[config.mk]
export PLATFORM = sky130hd
export DESIGN_NAME = lru_slot_cache_policy_top_flat
export DESIGN_NICKNAME = d
export VERILOG_FILES = /design/src/rtl/lsc_pkg.sv /design/src/rtl/lsc_if.sv /design/src/rtl/lsc_ctrl.sv /design/src/rtl/lsc_dpath.sv /design/src/rtl/lru_slot_cache_policy_top.sv /design/src/flat_wrapper.sv
export SDC_FILE = /design/constraint.sdc
export NUM_CORES = 1
export LEC_CHECK = 0
export ABC_AREA = 1
export BUFFER_PORTS_ARGS = -buffer_cell sky130_fd_sc_hd__buf_2
export CAP_MARGIN = 20
export CORE_ASPECT_RATIO = 1.2
export CORE_MARGIN = 2
export CORE_UTILIZATION = 50
export CTS_CLUSTER_DIAMETER = 120
export DETAILED_ROUTE_END_ITERATION = 6
export MAX_ROUTING_LAYER = met4
export PLACE_DENSITY = 0.68
export SYNTH_ARGS = -nofsm -noshare
export SYNTH_HDL_FRONTEND = slang
export SYNTH_HIERARCHICAL = 1
export SYNTH_SLANG_ARGS = --single-unit
[constraint.sdc]
create_clock -name clk -period 6.8 [get_ports clk]
set_input_delay 1.02 -clock clk [delete_from_list [all_inputs] [get_ports clk]]
set_output_delay 1.02 -clock clk [all_outputs]
set_load 0.03 [all_outputs]
[src/rtl/lsc_pkg.sv]
// Package for the LRU slot cache policy block.
// Holds default sizes, fixed field widths, controller states and the
// command/status structs shared by the controller and the datapath.
package lsc_pkg;

  // Default sizes, handed down from the top level parameters
  localparam int SLOT_COUNT_DEF = 8;
  localparam int TAG_BITS_DEF   = 16;
  localparam int STAMP_BITS_DEF = 32;

  // Fixed widths of the transaction fields
  localparam int FILE_NUM_W = 16;
  localparam int SLOT_OUT_W = 3;
  localparam int EV_TAG_W   = 16;

  typedef enum logic [1:0] {
    ST_IDLE,
    ST_SCAN,
    ST_COMMIT
  } lsc_state_t;

  // Controller to datapath
  typedef struct packed {
    logic start;       // latch request, clear trackers
    logic rd_en;       // read slot memories at the scan address
    logic eval_en;     // evaluate the slot read in the previous cycle
    logic eval_first;  // evaluated slot is slot zero
    logic commit;      // update directory and load the result register
  } lsc_cmd_t;

  // Datapath to controller
  typedef struct packed {
    logic eval_hit;    // evaluated slot is a valid tag match
    logic out_free;    // result register can take a new transaction
  } lsc_status_t;

endpackage : lsc_pkg

[src/rtl/lsc_if.sv]
// Channel interfaces of the LRU slot cache policy block.
// Depends on lsc_pkg for the fixed field widths.
interface lsc_in_if
  import lsc_pkg::*;
  ();
  logic                  valid;
  logic                  ready;
  logic [FILE_NUM_W-1:0] file_number;
  logic                  fill_ok;

  modport source (output valid, output file_number, output fill_ok, input ready);
  modport sink   (input valid, input file_number, input fill_ok, output ready);
endinterface : lsc_in_if

interface lsc_out_if
  import lsc_pkg::*;
  ();
  logic                  valid;
  logic                  ready;
  logic                  hit;
  logic [SLOT_OUT_W-1:0] slot;
  logic                  granted;
  logic                  evicted;
  logic [EV_TAG_W-1:0]   evicted_tag;

  modport source (output valid, output hit, output slot, output granted,
                  output evicted, output evicted_tag, input ready);
  modport sink   (input valid, input hit, input slot, input granted,
                  input evicted, input evicted_tag, output ready);
endinterface : lsc_out_if

[src/rtl/lsc_ctrl.sv]
// Controller of the LRU slot cache policy block: sequences one request
// through scan, evaluation and commit. Depends on lsc_pkg.
module lsc_ctrl
  import lsc_pkg::*;
#(
  parameter int SLOT_COUNT = SLOT_COUNT_DEF,
  localparam int SLOT_W = $clog2(SLOT_COUNT),
  localparam int CNT_W  = $clog2(SLOT_COUNT + 1)
) (
  input  logic              clk,
  input  logic              rst_n,
  input  logic              in_valid,
  output logic              in_ready,
  input  lsc_status_t       status,
  output lsc_cmd_t          cmd,
  output logic [SLOT_W-1:0] rd_addr
);

  localparam logic [CNT_W-1:0] LAST_IDX = CNT_W'(SLOT_COUNT);

  lsc_state_t       state_r, state_nxt;
  logic [CNT_W-1:0] idx_r, idx_nxt;

  always_ff @(posedge clk) begin
    if (!rst_n) begin
      state_r <= ST_IDLE;
      idx_r   <= '0;
    end else begin
      state_r <= state_nxt;
      idx_r   <= idx_nxt;
    end
  end

  assign rd_addr = idx_r[SLOT_W-1:0];

  always_comb begin
    state_nxt = state_r;
    idx_nxt   = idx_r;
    in_ready  = 1'b0;
    cmd       = '0;
    case (state_r)
      ST_IDLE: begin
        in_ready = 1'b1;
        if (in_valid) begin
          cmd.start = 1'b1;
          idx_nxt   = '0;
          state_nxt = ST_SCAN;
        end
      end
      ST_SCAN: begin
        cmd.rd_en      = (idx_r != LAST_IDX);
        cmd.eval_en    = (idx_r != '0);
        cmd.eval_first = (idx_r == CNT_W'(1));
        idx_nxt        = idx_r + CNT_W'(1);
        // stop at the first valid match, else after the last slot
        if ((cmd.eval_en && status.eval_hit) || idx_r == LAST_IDX) begin
          state_nxt = ST_COMMIT;
        end
      end
      ST_COMMIT: begin
        if (status.out_free) begin
          cmd.commit = 1'b1;
          state_nxt  = ST_IDLE;
        end
      end
      default: begin
        state_nxt = ST_IDLE;
      end
    endcase
  end

endmodule : lsc_ctrl

[src/rtl/lsc_dpath.sv]
// Datapath of the LRU slot cache policy block: slot memories, valid bits,
// use counter, scan trackers and result register. Depends on lsc_pkg.
module lsc_dpath
  import lsc_pkg::*;
#(
  parameter int SLOT_COUNT = SLOT_COUNT_DEF,
  parameter int TAG_BITS   = TAG_BITS_DEF,
  parameter int STAMP_BITS = STAMP_BITS_DEF,
  localparam int SLOT_W = $clog2(SLOT_COUNT)
) (
  input  logic                  clk,
  input  logic                  rst_n,
  input  lsc_cmd_t              cmd,
  input  logic [SLOT_W-1:0]     rd_addr,
  output lsc_status_t           status,
  input  logic [FILE_NUM_W-1:0] in_file_number,
  input  logic                  in_fill_ok,
  output logic                  out_valid,
  input  logic                  out_ready,
  output logic                  out_hit,
  output logic [SLOT_OUT_W-1:0] out_slot,
  output logic                  out_granted,
  output logic                  out_evicted,
  output logic [EV_TAG_W-1:0]   out_evicted_tag
);

  logic [TAG_BITS-1:0]   tag_mem   [SLOT_COUNT];
  logic [STAMP_BITS-1:0] stamp_mem [SLOT_COUNT];
  logic [SLOT_COUNT-1:0] valid_r;
  logic [STAMP_BITS-1:0] use_cnt_r;

  logic [TAG_BITS-1:0]   req_tag_r;
  logic                  fill_r;
  logic [TAG_BITS-1:0]   rd_tag_r;
  logic [STAMP_BITS-1:0] rd_stamp_r;
  logic [SLOT_W-1:0]     rd_slot_r;

  logic                  hit_r;
  logic [SLOT_W-1:0]     hit_slot_r;
  logic                  have_empty_r;
  logic [SLOT_W-1:0]     empty_at_r;
  logic [STAMP_BITS-1:0] best_r;
  logic [SLOT_W-1:0]     best_slot_r;
  logic [TAG_BITS-1:0]   best_tag_r;

  logic                  out_valid_r;
  logic                  out_hit_r;
  logic [SLOT_OUT_W-1:0] out_slot_r;
  logic                  out_granted_r;
  logic                  out_evicted_r;
  logic [EV_TAG_W-1:0]   out_evicted_tag_r;

  logic [FILE_NUM_W+TAG_BITS-1:0] fn_ext;
  logic [TAG_BITS+EV_TAG_W-1:0]   etag_ext;
  logic [SLOT_W+SLOT_OUT_W-1:0]   slot_ext;
  logic [STAMP_BITS-1:0]          stamp_nxt;
  logic [SLOT_W-1:0]              victim;
  logic [SLOT_W-1:0]              wr_slot;
  logic                           stamp_we;
  logic                           tag_we;

  // compare on the low tag bits; zero-extend a narrow file number
  assign fn_ext    = {{TAG_BITS{1'b0}}, in_file_number};
  assign etag_ext  = {{EV_TAG_W{1'b0}}, best_tag_r};
  assign victim    = have_empty_r ? empty_at_r : best_slot_r;
  assign wr_slot   = hit_r ? hit_slot_r : victim;
  assign slot_ext  = {{SLOT_OUT_W{1'b0}}, wr_slot};
  assign stamp_nxt = use_cnt_r + STAMP_BITS'(1);
  assign stamp_we  = cmd.commit && (hit_r || fill_r);
  assign tag_we    = cmd.commit && !hit_r && fill_r;

  assign status.eval_hit = valid_r[rd_slot_r] && (rd_tag_r == req_tag_r);
  assign status.out_free = !out_valid_r || out_ready;

  // slot memories: one write port, one registered read port
  always_ff @(posedge clk) begin
    if (tag_we) begin
      tag_mem[wr_slot] <= req_tag_r;
    end
    if (stamp_we) begin
      stamp_mem[wr_slot] <= stamp_nxt;
    end
    if (cmd.rd_en) begin
      rd_tag_r   <= tag_mem[rd_addr];
      rd_stamp_r <= stamp_mem[rd_addr];
      rd_slot_r  <= rd_addr;
    end
  end

  // request and scan trackers
  always_ff @(posedge clk) begin
    if (cmd.start) begin
      req_tag_r    <= fn_ext[TAG_BITS-1:0];
      fill_r       <= in_fill_ok;
      hit_r        <= 1'b0;
      have_empty_r <= 1'b0;
    end else if (cmd.eval_en) begin
      if (status.eval_hit && !hit_r) begin
        hit_r      <= 1'b1;
        hit_slot_r <= rd_slot_r;
      end
      if (!valid_r[rd_slot_r]) begin
        have_empty_r <= 1'b1;
        empty_at_r   <= rd_slot_r;
      end
      if (cmd.eval_first || rd_stamp_r < best_r) begin
        best_r      <= rd_stamp_r;
        best_slot_r <= rd_slot_r;
        best_tag_r  <= rd_tag_r;
      end
    end
  end

  // valid bits and use counter
  always_ff @(posedge clk) begin
    if (!rst_n) begin
      valid_r   <= '0;
      use_cnt_r <= '0;
    end else if (cmd.commit) begin
      if (hit_r || fill_r) begin
        use_cnt_r <= stamp_nxt;
      end
      if (!hit_r) begin
        valid_r[victim] <= fill_r;
      end
    end
  end

  // result register
  always_ff @(posedge clk) begin
    if (!rst_n) begin
      out_valid_r <= 1'b0;
    end else if (cmd.commit) begin
      out_valid_r <= 1'b1;
    end else if (out_ready) begin
      out_valid_r <= 1'b0;
    end
  end

  always_ff @(posedge clk) begin
    if (cmd.commit) begin
      out_hit_r         <= hit_r;
      out_slot_r        <= slot_ext[SLOT_OUT_W-1:0];
      out_granted_r     <= hit_r || fill_r;
      out_evicted_r     <= !hit_r && !have_empty_r;
      out_evicted_tag_r <= (!hit_r && !have_empty_r) ? etag_ext[EV_TAG_W-1:0] : '0;
    end
  end

  assign out_valid       = out_valid_r;
  assign out_hit         = out_hit_r;
  assign out_slot        = out_slot_r;
  assign out_granted     = out_granted_r;
  assign out_evicted     = out_evicted_r;
  assign out_evicted_tag = out_evicted_tag_r;

endmodule : lsc_dpath

[src/rtl/lru_slot_cache_policy_top.sv]
// Top level of the LRU slot cache policy block: fully associative
// directory with stamp-based LRU replacement. Depends on lsc_pkg, lsc_if,
// lsc_ctrl and lsc_dpath.
//
//   channel   direction  handshake      payload
//   in_chan   sink       valid/ready    file_number[15:0], fill_ok
//   out_chan  source     valid/ready    hit, slot[2:0], granted, evicted,
//                                       evicted_tag[15:0]
//
// Sequencing: one transaction at a time. The time from acceptance to the
// next acceptance is set by the slot scan, one slot per cycle through the
// registered read port of the tag and stamp memories; a hit ends the scan
// at its slot, a miss scans every slot.
// Reset: synchronous, active low; clears valid bits, use counter and
// control. Tag and stamp memories need no clearing pass.
// Stalls: the result register lets the next request in while a result
// waits; a commit holds until the result register is free.
module lru_slot_cache_policy_top
  import lsc_pkg::*;
#(
  parameter int SLOT_COUNT = SLOT_COUNT_DEF,
  parameter int TAG_BITS   = TAG_BITS_DEF,
  parameter int STAMP_BITS = STAMP_BITS_DEF
) (
  input  logic      clk,
  input  logic      rst_n,
  lsc_in_if.sink    in_chan,
  lsc_out_if.source out_chan
);

  localparam int SLOT_W = $clog2(SLOT_COUNT);

  lsc_cmd_t          cmd;
  lsc_status_t       status;
  logic [SLOT_W-1:0] rd_addr;

  // sequence scan and commit
  lsc_ctrl #(
    .SLOT_COUNT (SLOT_COUNT)
  ) u_ctrl (
    .clk      (clk),
    .rst_n    (rst_n),
    .in_valid (in_chan.valid),
    .in_ready (in_chan.ready),
    .status   (status),
    .cmd      (cmd),
    .rd_addr  (rd_addr)
  );

  // hold directory state, compare, track minimum and drive the result
  lsc_dpath #(
    .SLOT_COUNT (SLOT_COUNT),
    .TAG_BITS   (TAG_BITS),
    .STAMP_BITS (STAMP_BITS)
  ) u_dpath (
    .clk             (clk),
    .rst_n           (rst_n),
    .cmd             (cmd),
    .rd_addr         (rd_addr),
    .status          (status),
    .in_file_number  (in_chan.file_number),
    .in_fill_ok      (in_chan.fill_ok),
    .out_valid       (out_chan.valid),
    .out_ready       (out_chan.ready),
    .out_hit         (out_chan.hit),
    .out_slot        (out_chan.slot),
    .out_granted     (out_chan.granted),
    .out_evicted     (out_chan.evicted),
    .out_evicted_tag (out_chan.evicted_tag)
  );

endmodule : lru_slot_cache_policy_top

[src/flat_wrapper.sv]
// flat-port wrapper written by rule: the top's interface ports become plain ports
module lru_slot_cache_policy_top_flat import lsc_pkg::*;
#(
  parameter int SLOT_COUNT = SLOT_COUNT_DEF,
  parameter int TAG_BITS   = TAG_BITS_DEF,
  parameter int STAMP_BITS = STAMP_BITS_DEF
)
  (clk, rst_n, in_chan_valid, in_chan_file_number, in_chan_fill_ok, in_chan_ready, out_chan_valid, out_chan_hit, out_chan_slot, out_chan_granted, out_chan_evicted, out_chan_evicted_tag, out_chan_ready);
  lsc_in_if in_chan_i ();
  lsc_out_if out_chan_i ();
  input  logic clk;
  input  logic rst_n;
  input wire logic [$bits(in_chan_i.valid)-1:0] in_chan_valid;
  input wire logic [$bits(in_chan_i.file_number)-1:0] in_chan_file_number;
  input wire logic [$bits(in_chan_i.fill_ok)-1:0] in_chan_fill_ok;
  output wire logic [$bits(in_chan_i.ready)-1:0] in_chan_ready;
  output wire logic [$bits(out_chan_i.valid)-1:0] out_chan_valid;
  output wire logic [$bits(out_chan_i.hit)-1:0] out_chan_hit;
  output wire logic [$bits(out_chan_i.slot)-1:0] out_chan_slot;
  output wire logic [$bits(out_chan_i.granted)-1:0] out_chan_granted;
  output wire logic [$bits(out_chan_i.evicted)-1:0] out_chan_evicted;
  output wire logic [$bits(out_chan_i.evicted_tag)-1:0] out_chan_evicted_tag;
  input wire logic [$bits(out_chan_i.ready)-1:0] out_chan_ready;
  assign in_chan_i.valid = in_chan_valid;
  assign in_chan_i.file_number = in_chan_file_number;
  assign in_chan_i.fill_ok = in_chan_fill_ok;
  assign in_chan_ready = in_chan_i.ready;
  assign out_chan_valid = out_chan_i.valid;
  assign out_chan_hit = out_chan_i.hit;
  assign out_chan_slot = out_chan_i.slot;
  assign out_chan_granted = out_chan_i.granted;
  assign out_chan_evicted = out_chan_i.evicted;
  assign out_chan_evicted_tag = out_chan_i.evicted_tag;
  assign out_chan_i.ready = out_chan_ready;
  lru_slot_cache_policy_top #(.SLOT_COUNT(SLOT_COUNT), .TAG_BITS(TAG_BITS), .STAMP_BITS(STAMP_BITS)) u_core (.clk(clk), .rst_n(rst_n), .in_chan(in_chan_i), .out_chan(out_chan_i));
endmodule
======== Word-level counts from Yosys, hierarchy flattened ========
Memory sizes are Yosys's and may differ from the RTL's. A register that Yosys moved wholly into a read port is not among the register bits.
Index checks and enable logic that the tools add are counted.
operators by class
  add/sub/neg operators ................... 2
  multipliers ............................. 0
  divide/modulo/power cells ............... 0
  magnitude comparators ................... 4
  equality and inequality tests ........... 9
  shift-type cells ........................ 0
  muxes and demuxes ....................... 25
  bitwise operators ....................... 3
  reduce and logical (&&, ||, !) cells .... 28
operators by type and width
  operator                                                                       count
  32-bit by 1-bit adder with 32-bit output (second input constant)               1
  32-bit less-than comparator                                                    1
  16-bit equality test                                                           1
  1-bit two-way mux                                                              13
  3-bit AND reduction                                                            4
  2-bit AND reduction                                                            5
  3-bit two-way mux                                                              3
  8-bit bitwise mux                                                              1
  1-bit logical AND                                                              8
  3-bit by 4-bit less-than comparator with 1-bit output (second input constant)  2
  4-bit one-hot mux with 2 select lines                                          1
  2-bit two-way mux                                                              3
  2-bit one-hot mux with 3 select lines                                          1
  4-bit by 1-bit adder with 4-bit output (second input constant)                 1
  4-bit by 1-bit equality test with 1-bit output (second input constant)         1
  4-bit equality test (second input constant)                                    1
  1-bit logical OR                                                               4
  4-bit two-way mux                                                              1
  2-bit inequality test (second input constant)                                  2
  4-bit inequality test (second input constant)                                  1
  2-bit nonzero test                                                             2
  4-bit nonzero test                                                             1
  1-bit binary-select mux with 3-bit select                                      1
  1-bit demux with 3-bit select                                                  1
  7 further kinds                                                                11
storage, ports and cells
  register bits ........................... 148
  latch bits .............................. 0
  bits in writable memories ............... 384
  ROM bits ................................ 0
  bits of input ports ..................... 21
  output and inout bits ................... 24
  word-level logic and storage cells ...... 93
  memories ................................ 2
memories
  memory                    depth  width  read ports  clocked after memory_dff  wr ports  RTL line         source
  u_core.u_dpath.stamp_mem  8      32     1           1                         1         lsc_dpath.sv:28  logic [STAMP_BITS-1:0] stamp_mem [SLOT_COUNT];
  u_core.u_dpath.tag_mem    8      16     1           1                         1         lsc_dpath.sv:27  logic [TAG_BITS-1:0] tag_mem [SLOT_COUNT];

======== Depth between registers and ports, before layout ========
Gate-level depths: netlist of the first run.
  word-level depth ........................ 8
  gate-level depth with buffers ........... 13
  depth with buffers taken out ............ 13

======== Cells and area by module ========
Netlist of the first run, hierarchy kept.
modules (own cells, without submodules)
  module     times used  cells an instance  area an instance (sq um)  sequential area each (sq um)
  lsc_dpath  1           1859               23029.6                   16806.1
  lsc_ctrl   1           61                 392.9                     120.1

======== Worst setup path before layout of the first run ========
Ideal clock, no wire load.
  path kind ............................... input to register
  from .................................... in out_chan_ready
  to ...................................... mem u_core/u_dpath/stamp_mem[2][0] in the netlist's numbering, enable pin
  library setup time ...................... 0.502 ns
  arrival time ............................ 6.763 ns
  data required time ...................... 6.298 ns
  setup slack ............................. -0.465 ns
  stages .................................. 7
  buffers on the path ..................... 1
  cells stage by stage .................... inv_1 nand2_1 inv_1 nor3_1 nand2_1 clkbuf_1 nor4_1
RTL lines
  what             RTL line            source
  start, declared  flat_wrapper.sv:23  input wire logic [$bits(out_chan_i.ready)-1:0] out_chan_ready;
  end, declared    lsc_dpath.sv:28

======== Final worst setup path of the first run ========
  from .................................... reg u_core.u_ctrl.idx_r[0]
  to ...................................... reg u_core.u_dpath.rd_stamp_r[24], read port of u_core.u_dpath.stamp_mem, data pin
on the way
  longest elaborated chain between the ends .. 2
ends and longest elaborated chain
  what                    RTL line         source
  start, declared         lsc_ctrl.sv:22   logic [CNT_W-1:0] idx_r, idx_nxt;
  start signal, assigned  lsc_ctrl.sv:30   idx_r <= idx_nxt;
  4-bit inequality test   lsc_ctrl.sv:51   cmd.rd_en = (idx_r != LAST_IDX);
  3-bit two-way mux       lsc_ctrl.sv:41   case (state_r)
  end, declared           lsc_dpath.sv:35  logic [STAMP_BITS-1:0] rd_stamp_r;
Several ways; a longest one is shown, not always the timed one.
A chain may end at the register's enable or synchronous reset.

==> metrics.md, run 1 <==
| Metric | Value |
|---|---|
| VDD IR max | 0.200 mV |
| Port bufs | 44 |
| Post-synth EDFFs | 531 |
| Startpoint types | flop |
| Crit Path Class | flop to flop |
| Synth Area per Inst | 12.2 um2 |
| Largest net degree at the start of global routing | 124 |
| Clk_skew | 0.0507 ns |
| Setup_tns | 0 ns |
| Hold slack | 0.456 ns |
| Distinct cells, synth | 39 |
| Mapped Cells | between 1,500 and 2,000 |
| Post-synthesis cell area | 23,400 um2 |
| Clock buffer depth | 3 |
| Sequential area share after synthesis | a little over 70% |
| Initial DRT Pass Iterations | 6 |
| Async SR Flop Fraction | 0% |
| F_max | 365 MHz |
| Static leakage | about 9.4 nW |
| Fin. Hold Viols | 0 |
| Area of the core | between 40,000 and 50,000 um2 |
| Outcome | finished clean |
| Initial antenna violation count | 0 |
| Die W | 202 um |
| Period Utilization, post-route | about 40% |
| First-pass GRT wire length | 74,500 um |
| Final WS setup | 4.06 ns |
| Share of cells above drive strength 1 | 10.8% |
| Worst-skew pair later-pin latency | roughly 0.62 ns |
| Congestion Overflow GR | 0 |
| Ys Warns | 6 |
| Max-slew violations | 0 |
| Layout Area Growth over Synthesis | 11.8% |
| Non-Filler Instances | roughly 2,600 |
| H-tree depth | 2 |
| Vias/cell | ~5.4 |
| Crit. End Element | flop |
| DRT iter0 DRCs | 1,135 |
| Number of nets in the layout | around 2,000 |
| Initial Util | 50.9% |
| Primary FF master, synth | edfxtp_1 |
| Buffer count from post-CTS setup fixing | 0 |
| Clk sink count | 580 |
| Dpl hpwl | 28,500 um |
| DRC errors left | 0 |
| Max FO, Critical Path | between 70 and 80 |
| Rows | between 80 and 90 |
| Final ANT Viol Nets | 0 |
| Post-synthesis register bit count | 580 |
| Final setup fails | 0 |
| Post-layout util | between 50% and 60% |
| Root cell of the clock tree | clkbuf_16 |
| I/O pin count | 45 |
| Total track usage | 20.4% |
| Synth Net Count | 1,976 |
| Data required, critical path | 7.20 ns |
| CTS buffer count | 56 |
| Final GP Congestion | 0.825 |
| Fin crit period | about 2.7 ns |
| Clock transition at path regs | 0.06 ns |
| Routed vias | 14,200 |
| DP Worst Slack | around 3.6 ns |
| Number of global-route vias before repair | roughly 14,000 |
| Die area | 48,600 um2 |
| CTS tree | yes |
| Max-slew headroom | 25.7% |
| RSZ-0062 raised after global routing | no |
| Worst-margin pin slew | 1.11 ns |
| Worst EP arrival | around 3.1 ns |
| Number of diodes | 0 |
| Die H | between 200 and 250 um |
| Cell count after placement | 2,520 |
| # resized after CTS | 0 |
| WL per Instance | 18.2 um |
| Drt total wl | about 48,000 um |
| Hold_buf cts | 0 |
| Max cap viols | 0 |
| Worst hold-check path type | flop to flop |
| Total power per unit cell area | around 290 nW/um2 |
==> synthesized netlist by cell type, types with 5 or more instances <==
library cell,instances,share of area (%)
clkbuf_1,59,0.95
nor3_1,24,0.51
nand3_1,27,0.58
inv_1,154,2.5
inv_2,7,0.11
a21oi_1,57,1.2
nand2_2,6,0.16
nor2_4,6,0.29
nor4_1,7,0.19
nand2_1,104,1.7
buf_2,21,0.45
nand4_1,15,0.40
a31oi_1,48,1.3
ha_1,35,1.9
xor2_1,18,0.67
o22ai_1,50,1.3
o21ai_2,8,0.30
xnor2_1,13,0.49
dfxtp_1,49,4.2
o21ai_1,5,0.11
nor2_1,414,6.6
edfxtp_1,531,68
o21ai_0,231,4.9
==> layout make-up <==
| cell class | instances | area (um2) |
|---|---|---|
| fillers | 3705 | 19900 |
| flip-flops and latches | 580 | 16900 |
| multi-input cells | 1090 | 5610 |
| repair buffers | 73 | 458 |
| clock buffers | 84 | 1620 |
| well taps | 616 | 771 |
| clock inverters | 19 | 181 |
| inverters | 162 | 611 |
==> per-layer routing <==
| layer | routed length (um) | track usage [%] | vias to the layer above |
|---|---|---|---|
| met4 | 1160 | 7.02 | 0 |
| li1 | - | - | 6862 |
| met5 | 0 | - | - |
| met3 | 2810 | 3.24 | 76 |
| met2 | 23700 | 33.5 | 381 |
| met1 | 20100 | 25.9 | 6909 |
==> state kept, by name, summed over array words and instances (netlist names), 2 cells and up <==
| register | count |
|---|---|
| u_core/u_dpath/best_r | 32 |
| u_core/u_ctrl/idx_r | 4 |
| u_core/u_dpath/tag_mem | 128 |
| u_core/u_dpath/use_cnt_r | 32 |
| u_core/u_dpath/valid_r | 8 |
| u_core/u_dpath/best_tag_r | 16 |
| u_core/u_dpath/req_tag_r | 16 |
| u_core/u_dpath/hit_slot_r | 3 |
| u_core/u_dpath/empty_at_r | 3 |
| u_core/u_dpath/best_slot_r | 3 |
| u_core/u_dpath/rd_tag_r | 16 |
| u_core/u_ctrl/state_r | 2 |
| u_core/u_dpath/stamp_mem | 256 |
| u_core/u_dpath/out_evicted_tag | 16 |
| u_core/u_dpath/rd_stamp_r | 32 |
| u_core/u_dpath/rd_slot_r | 3 |
| u_core/u_dpath/out_slot | 3 |
==> critical path, stage by stage (launching register included) <==
cell and delay (ns):
dfxtp_4 0.37, buf_4 0.50, buf_4 0.71, o21ai_0 0.25, o22ai_1 0.29, nor2_1 0.09, a31oi_1 0.25
==> cells in the final DEF, fill, tap and decap left out, drive strengths merged <==
cell      count
a31oi        48
bufinv        1
nand2       114
clkbuf       84
o211ai        1
nor3         24
o21ai       244
or2           4
nand4        15
clkinv       13
o21a          1
nand3        29
and3          1
buf          73
o2111ai       3
a211oi        1
o22ai        50
xor2         19
clkinvlp      3
xnor2        13
nor4          7
inv         164
edfxtp      531
a21oi        57
ha           35
nor2        424
dfxtp        49
==> report_power, final <==
group / switching [W] / internal, W / total (W) / leakage (nW)
Sequential: 0.0000714 / 0.00402 / 0.00409 / 5.27
Combinational: 0.000379 / 0.000146 / 0.000525 / 3.29
Clock: 0.00129 / 0.00169 / 0.00298 / 0.872
Total: 0.00174 / 0.00585 / 0.00759 / 9.43
==> cells by family after synthesis <==
family                     share of synthesized area (%)
xor gates and xnor gates                            1.23
buffers and inverters                               4.19
AOI/OAI and AO/OA                                   9.39
DFF                                                 72.3
and+or+nand+nor                                     11.1
adders and majority gates                           1.87
==> path summary, 6_finish.rpt <==
check,from,endpoint,slack (ns),cells past startpoint
max,u_core/u_ctrl/idx_r[0],u_core/u_dpath/rd_stamp_r[24],4.06,6
min,u_core/u_dpath/rd_stamp_r[2],u_core/u_dpath/best_r[2],0.46,0
max reg2reg,u_core/u_ctrl/idx_r[0],u_core/u_dpath/rd_stamp_r[24],4.06,6
min reg2reg,u_core/u_dpath/rd_stamp_r[2],u_core/u_dpath/best_r[2],0.46,0
==> metrics by stage <==
stage / total power [W] / instance area, um2
after floorplan: 0.00451 / 23400
after global placement: 0.00466 / 24400
after detailed placement: 0.00468 / 24400
after CTS: 0.00765 / 26200
after global routing: 0.00787 / 26200
final: 0.00759 / 26200
(Power assumes the default switching activity.)
==> inputs of run 2 (changes only) <==
- ABC_AREA: 1 -> 0
- PLACE_DENSITY: 0.68 -> 0.66
- clock period: 6.8 -> 2.56 ns (I/O delays scaled with it)
==> metrics.md, run 2 <==
| Metric | Value |
|---|---|
| Outcome | finished clean |
| Initial Util | 50.8% |
| Logic pwr share | approximately 3.7% |
| Worst-skew pair later-pin latency | 0.60 ns |
| Clk_skew | 0.0286 ns |
| Fin crit period | 2.44 ns |
| Final setup fails | 0 |
| Dpl hpwl | 26,100 um |
| Number of diodes | 0 |
| Total power per unit cell area | around 730 nW/um2 |
| CTS tree | yes |
| Clock transition at path regs | approximately 0.060 ns |
| Commonest non-fill, non-tap cell in the layout | edfxtp_1 |
| Buffer count from post-CTS setup fixing | 0 |
| Drt total wl | 43,800 um |
| Largest net degree at the start of global routing | between 100 and 150 |
| Net Sw Frac | 19.8% |
| Synth Net Count | around 1,300 |
| Ys Warns | 6 |
| Distinct cells, synth | 57 |
| Cell count after placement | 1,918 |
| Period Utilization, post-route | 95.2% |
| Number of nets in the layout | 1,439 |
| Largest register by flop count | u_core/u_dpath/stamp_mem |
| Synth Area per Inst | 18.6 um2 |
| Top layer in use | met4 |
| Fin area | about 27,000 um2 |
| Max FO, Critical Path | 32 |
| Mapped Cells | roughly 1,200 |
| Post-synth EDFFs | 531 |
| Worst hold-check path type | input pin to flop |
| Filler instances | ~3,300 |
| Share of total power in the clock network | 42.5% |
| Data required, critical path | 2.83 ns |
| Largest registers | u_core/u_dpath/stamp_mem x256, u_core/u_dpath/tag_mem x128 |
| DRT iter0 DRCs | about 740 |
| Die area | 47,500 um2 |
| Top-count cell post-synth | edfxtp_1 |
| Startpoint types | flop |
| Setup_tns | 0 ns |
| Rows | 85 |
| Post-synthesis register bit count | 580 |
| Vias/cell | approximately 5.5 |
| Crit Path Class | flop to flop |
| Post-synthesis cell area | 22,900 um2 |
| Die H | 238 um |
| Async SR Flop Fraction | 0% |
| First-pass GRT wire length | 68,100 um |
| Worst-margin pin slew | 0.738 ns |
| Clock buffer depth | 3 |
| Most frequent cells in the layout | 531 x edfxtp_1, 98 x mux4_2, 64 x buf_4 |
| F_max | 410 MHz |
| Total track usage | 19.8% |
| Share of cells above drive strength 1 | 28.2% |
| Placed Area | 24,700 um2 |
| Non-Filler Instances | 2,036 |
| Initial DRT Pass Iterations | 5 |
| Layout Area Growth over Synthesis | 16.8% |
| Area of the core | 45,100 um2 |
| Initial antenna violation count | 0 |
| Synth area leaders | edfxtp_1 70%, mux4_2 9.6%, dfxtp_1 4.3%, mux2_2 2.4%, ha_1 1.9% |
| Max-slew headroom | about 51% |
| DR WL met3 | 1750 um |
| Static leakage | slightly above 9 nW |
| WL per Instance | 21.5 um |
| Worst EP arrival | around 2.7 ns |
| M1 WL | 19,000 um |
| P_sw | 0.00387 W |
| Reg power frac | 53.8% |
| Met2 wire length | 22,000 um |
| Port bufs | 44 |
| Max-slew violations | 0 |
| Fin. Hold Viols | 0 |
| Largest register FFs | around 260 |
| H-tree depth | 2 |
| Clk sink count | 580 |
| Power Internal | 0.0156 W |
| Post-synth top area cell | edfxtp_1 |
| Root cell of the clock tree | clkbuf_16 |
| Hold slack | ~0.14 ns |
| Max cap viols | 0 |
| Top cell type's share of synthesized area | 69.6% |
| RSZ-0062 raised after global routing | no |
| Crit. End Element | flop |
| VDD IR max | 0.479 mV |
| Routed vias | 11,200 |
| Sequential area share after synthesis | between 70 and 80% |
| Congestion Overflow GR | 0 |
| DRC errors left | 0 |
| Top cells by count, synth | 531 x edfxtp_1, 98 x mux4_2, 49 x dfxtp_1, 49 x mux2_2, 49 x nor2_1 |
| Primary FF master, synth | edfxtp_1 |
| I/O pin count | 45 |
| Post-layout util | 59.3% |
| Final ANT Viol Nets | 0 |
| CTS buffer count | between 50 and 60 |
| Number of global-route vias before repair | 11,600 |
| Final GP Congestion | 0.752 |
| Die W | 199 um |
==> run 2: cell type report <==
cell class / instances / area [um2] / area share (%)
flip-flops and latches: 580 / 16900 / 63.3
multi-input cells: 555 / 5750 / 21.5
clock buffers: 68 / 1470 / 5.48
repair buffers: 146 / 1290 / 4.83
well taps: 609 / 762 / 2.85
clock inverters: 33 / 384 / 1.44
inverters: 45 / 169 / 0.631
==> run 2: repair_timing <==
item | 4_1_cts | 5_1_grt
setup endpoints to repair | 51 | 91
resized for setup | 3 | 10
hold buffers | 16 | 1
endpoints found under the hold margin | 16 | 1
pin swaps | 0 | 1
==> run 2: worst max-delay path, stage by stage (launching register included) <==
cell       delay (ns)
edfxtp_1         0.42
ha_1             0.33
a21o_1           0.17
nand3_1          0.08
a21oi_1          0.08
a2111oi_2        0.42
a2111oi_4        0.16
o21ai_4          0.20
buf_12           0.24
==> run 2: worst paths after layout <==
kind | cells past startpoint | start | end | slack (ns)
worst max-delay path | 8 | u_core/u_dpath/rd_stamp_r[9] | u_core/u_dpath/best_r[5] | 0.12
worst min-delay path | 3 | out_chan_ready | u_core/u_dpath/out_valid | 0.14
worst max register to register | 8 | u_core/u_dpath/rd_stamp_r[9] | u_core/u_dpath/best_r[5] | 0.12
worst min register to register | 0 | u_core/u_dpath/rd_stamp_r[0] | u_core/u_dpath/best_r[0] | 0.45
==> run 2: kinds of logic (layout without fill, tap and decap cells) <==
logic type | after synthesis | count (layout) | synth area share [%]
multiplexers | 151 | 151 | 12.2
AND/OR/NAND/NOR | 217 | 217 | 5.04
buffers and inverters | 94 | 292 | 1.69
flip-flops | 580 | 580 | 73.9
AO/OA/AOI/OAI | 89 | 89 | 2.78
adder cells (fa/ha/maj) | 35 | 35 | 1.91
XOR/XNOR | 63 | 63 | 2.41
==> run 2: power by group through the flow <==
stage	Sequential (W)	Clock, W	Combinational, W
after floorplan	0.0107	0	0.000489
after global placement	0.0107	0	0.000688
after detailed placement	0.0107	0	0.000700
after CTS	0.0105	0.00847	0.000726
after global routing	0.0105	0.00886	0.000794
final	0.0105	0.00828	0.000719
==> run 2: metrics by stage <==
| step | power [W] | worst slack, ns |
|---|---|---|
| after floorplan | 0.0111 | -0.174 |
| after global placement | 0.0114 | -0.225 |
| after detailed placement | 0.0114 | -0.209 |
| after CTS | 0.0197 | 0.000888 |
| after global routing | 0.0201 | 0.0126 |
| final | 0.0195 | 0.122 |
==> run 2: metal layers <==
metal	vias up	track usage (%)
met5	-	-
met2	216	32.8
met1	5774	25.6
li1	5111	-
met3	74	3.19
met4	0	5.27
==> inputs of run 3 (changes only) <==
- SETUP_SLACK_MARGIN: default -> 0.15
==> metrics.md, run 3 (synthesized netlist as in run 2, its figures left out) <==
| Metric | Value |
|---|---|
| FF+latch area | 16,900 um2 |
| Congestion Overflow GR | 0 |
| VDD IR max | 0.439 mV |
| Drt total wl | 44,100 um |
| Clock buffer depth | 3 |
| Number of diodes | 0 |
| Initial antenna violation count | 0 |
| RSZ-0062 raised after global routing | yes |
| Non-Filler Instances | 2,054 |
| Final setup fails | 0 |
| Share of cells above drive strength 1 | 29.3% |
| Cell count after placement | 1,913 |
| Crit. End Element | flop |
| Data required, critical path | around 2.9 ns |
| Number of nets in the layout | 1,456 |
| Initial DRT Pass Iterations | 4 |
| Area of the core | ~45,000 um2 |
| Initial Util | 50.8% |
| Clock transition at path regs | about 0.060 ns |
| Largest register by flop count | u_core/u_dpath/stamp_mem |
| Outcome | finished clean |
| Startpoint types | flop |
| Worst-margin pin slew | around 0.85 ns |
| Dpl hpwl | 25,700 um |
| Largest registers | u_core/u_dpath/stamp_mem x256, u_core/u_dpath/tag_mem x128 |
| F_max | 415 MHz |
| Period Utilization, post-route | 94.1% |
| Worst EP arrival | 2.71 ns |
| Max-slew violations | 0 |
| Multi-input gate area | slightly below 6000 um2 |
| Max cap viols | 0 |
| Crit Path Class | flop to flop |
| CTS buffer count | 54 |
| Rows | 85 |
| H-tree depth | 2 |
| Die area | 47,500 um2 |
| CTS tree | yes |
| Final ANT Viol Nets | 0 |
| Root cell of the clock tree | clkbuf_16 |
| Max-slew headroom | between 40 and 50% |
| Worst hold-check path type | input pin to flop |
| Total power per unit cell area | 706 nW/um2 |
| Max FO, Critical Path | 8 |
| First-pass GRT wire length | 68,000 um |
| Layout Area Growth over Synthesis | 17.6% |
| Filler instances | ~3,300 |
| DRC errors left | 0 |
| Worst-skew pair later-pin latency | 0.59 ns |
| Routed vias | 11,200 |
| Port bufs | 44 |
| Die W | roughly 200 um |
| Largest register FFs | 256 |
| I/O pin count | 45 |
| WL per Instance | 21.5 um |
| Fin. Hold Viols | 0 |
| Vias/cell | 5.47 |
| Largest net degree at the start of global routing | about 100 |
| Die H | 238 um |
| Static leakage | 9.28 nW |
| Total track usage | between 10% and 20% |
| Commonest non-fill, non-tap cell in the layout | edfxtp_1 |
| Final GP Congestion | 0.764 |
| Fin crit period | 2.41 ns |
| Clk sink count | 580 |
| DRT iter0 DRCs | 691 |
| Most frequent cells in the layout | 531 x edfxtp_1, 98 x mux4_2, 76 x buf_4 |
| Total power | ~0.019 W |
| Clk_skew | 0.0216 ns |
| Number of global-route vias before repair | 11,800 |
run 3: cell count changes in the layout (fill, tap and decap cells not counted), sizes merged:
cell,before,now
bufbuf,0,1
clkinvlp,5,4
bufinv,8,4
clkinv,19,20
buf,129,145
clkbuf,68,73
run 3: final cells by class:
type                       count  area share [%]
clock inverter                29           0.939
sequential                   580            62.9
tap                          609            2.83
timing repair buffer         164            5.67
inverter                      45           0.627
multi-input combinational    555            21.6
clock buffer                  72            5.46
run 3: worst max-delay path, stage by stage (launching register included):
cell       delay (ns)
edfxtp_1         0.39
ha_1             0.31
a21o_1           0.17
nand3_1          0.08
a21oi_1          0.07
a2111oi_2        0.34
buf_4            0.19
a2111oi_4        0.07
o21ai_4          0.17
buf_12           0.17
clkbuf_16        0.16
run 3: final timing paths:
kind         slack (ns)                            to                          from  depth (start not counted)
max                0.15  u_core/u_dpath/best_tag_r[6]  u_core/u_dpath/rd_stamp_r[9]                         10
min                0.17      u_core/u_dpath/out_valid                out_chan_ready                          3
max reg2reg        0.15  u_core/u_dpath/best_tag_r[6]  u_core/u_dpath/rd_stamp_r[9]                         10
min reg2reg        0.45      u_core/u_dpath/best_r[0]  u_core/u_dpath/rd_stamp_r[0]                          0
run 3: what timing repair did:
item / in CTS / in global routing
pin swaps: 11 / 8
hold endpoints to repair: 17 / 0
endpoints found under the setup margin: 84 / 123
hold buffers: 17 / 0
setup buffers: 3 / 17
gates cloned: 2 / 1
resized for setup: 14 / 9
run 3: where the power goes:
part	total [W]	internal, W	switching, W
Clock	0.00776	0.00444	0.00332
Combinational	0.000767	0.000385	0.000382
Sequential	0.0105	0.0104	0.0000852
Total	0.0190	0.0152	0.00379
run 3: metal layers:
layer  routed length (um)  global-route usage (%)  vias up  share of wire, %
met1                18600                    24.4     5812                42
met5                    0                       -        -                 0
met4                  943                    5.12        0               2.1
met3                 1420                    2.74       66               3.2
li1                     -                       -     5139                 -
met2                23100                    34.1      212                52
run 3: metrics by stage:
stage / utilization, % / instance area (um2) / TNS, ns / worst slack, ns / hold WS, ns
finish: 59.7 / 26900 / 0 / 0.151 / 0.172
global route: 59.7 / 26900 / 0 / 0.0474 / 0.162
CTS: 59.2 / 26700 / 0 / 0.124 / 0.145
detailed placement: 54.6 / 24600 / -1.45 / -0.0347 / 0.432
global placement: 54.6 / 24600 / -1.75 / -0.0401 / 0.433
floorplan: - / 23000 / -8.89 / -0.174 / 0.417
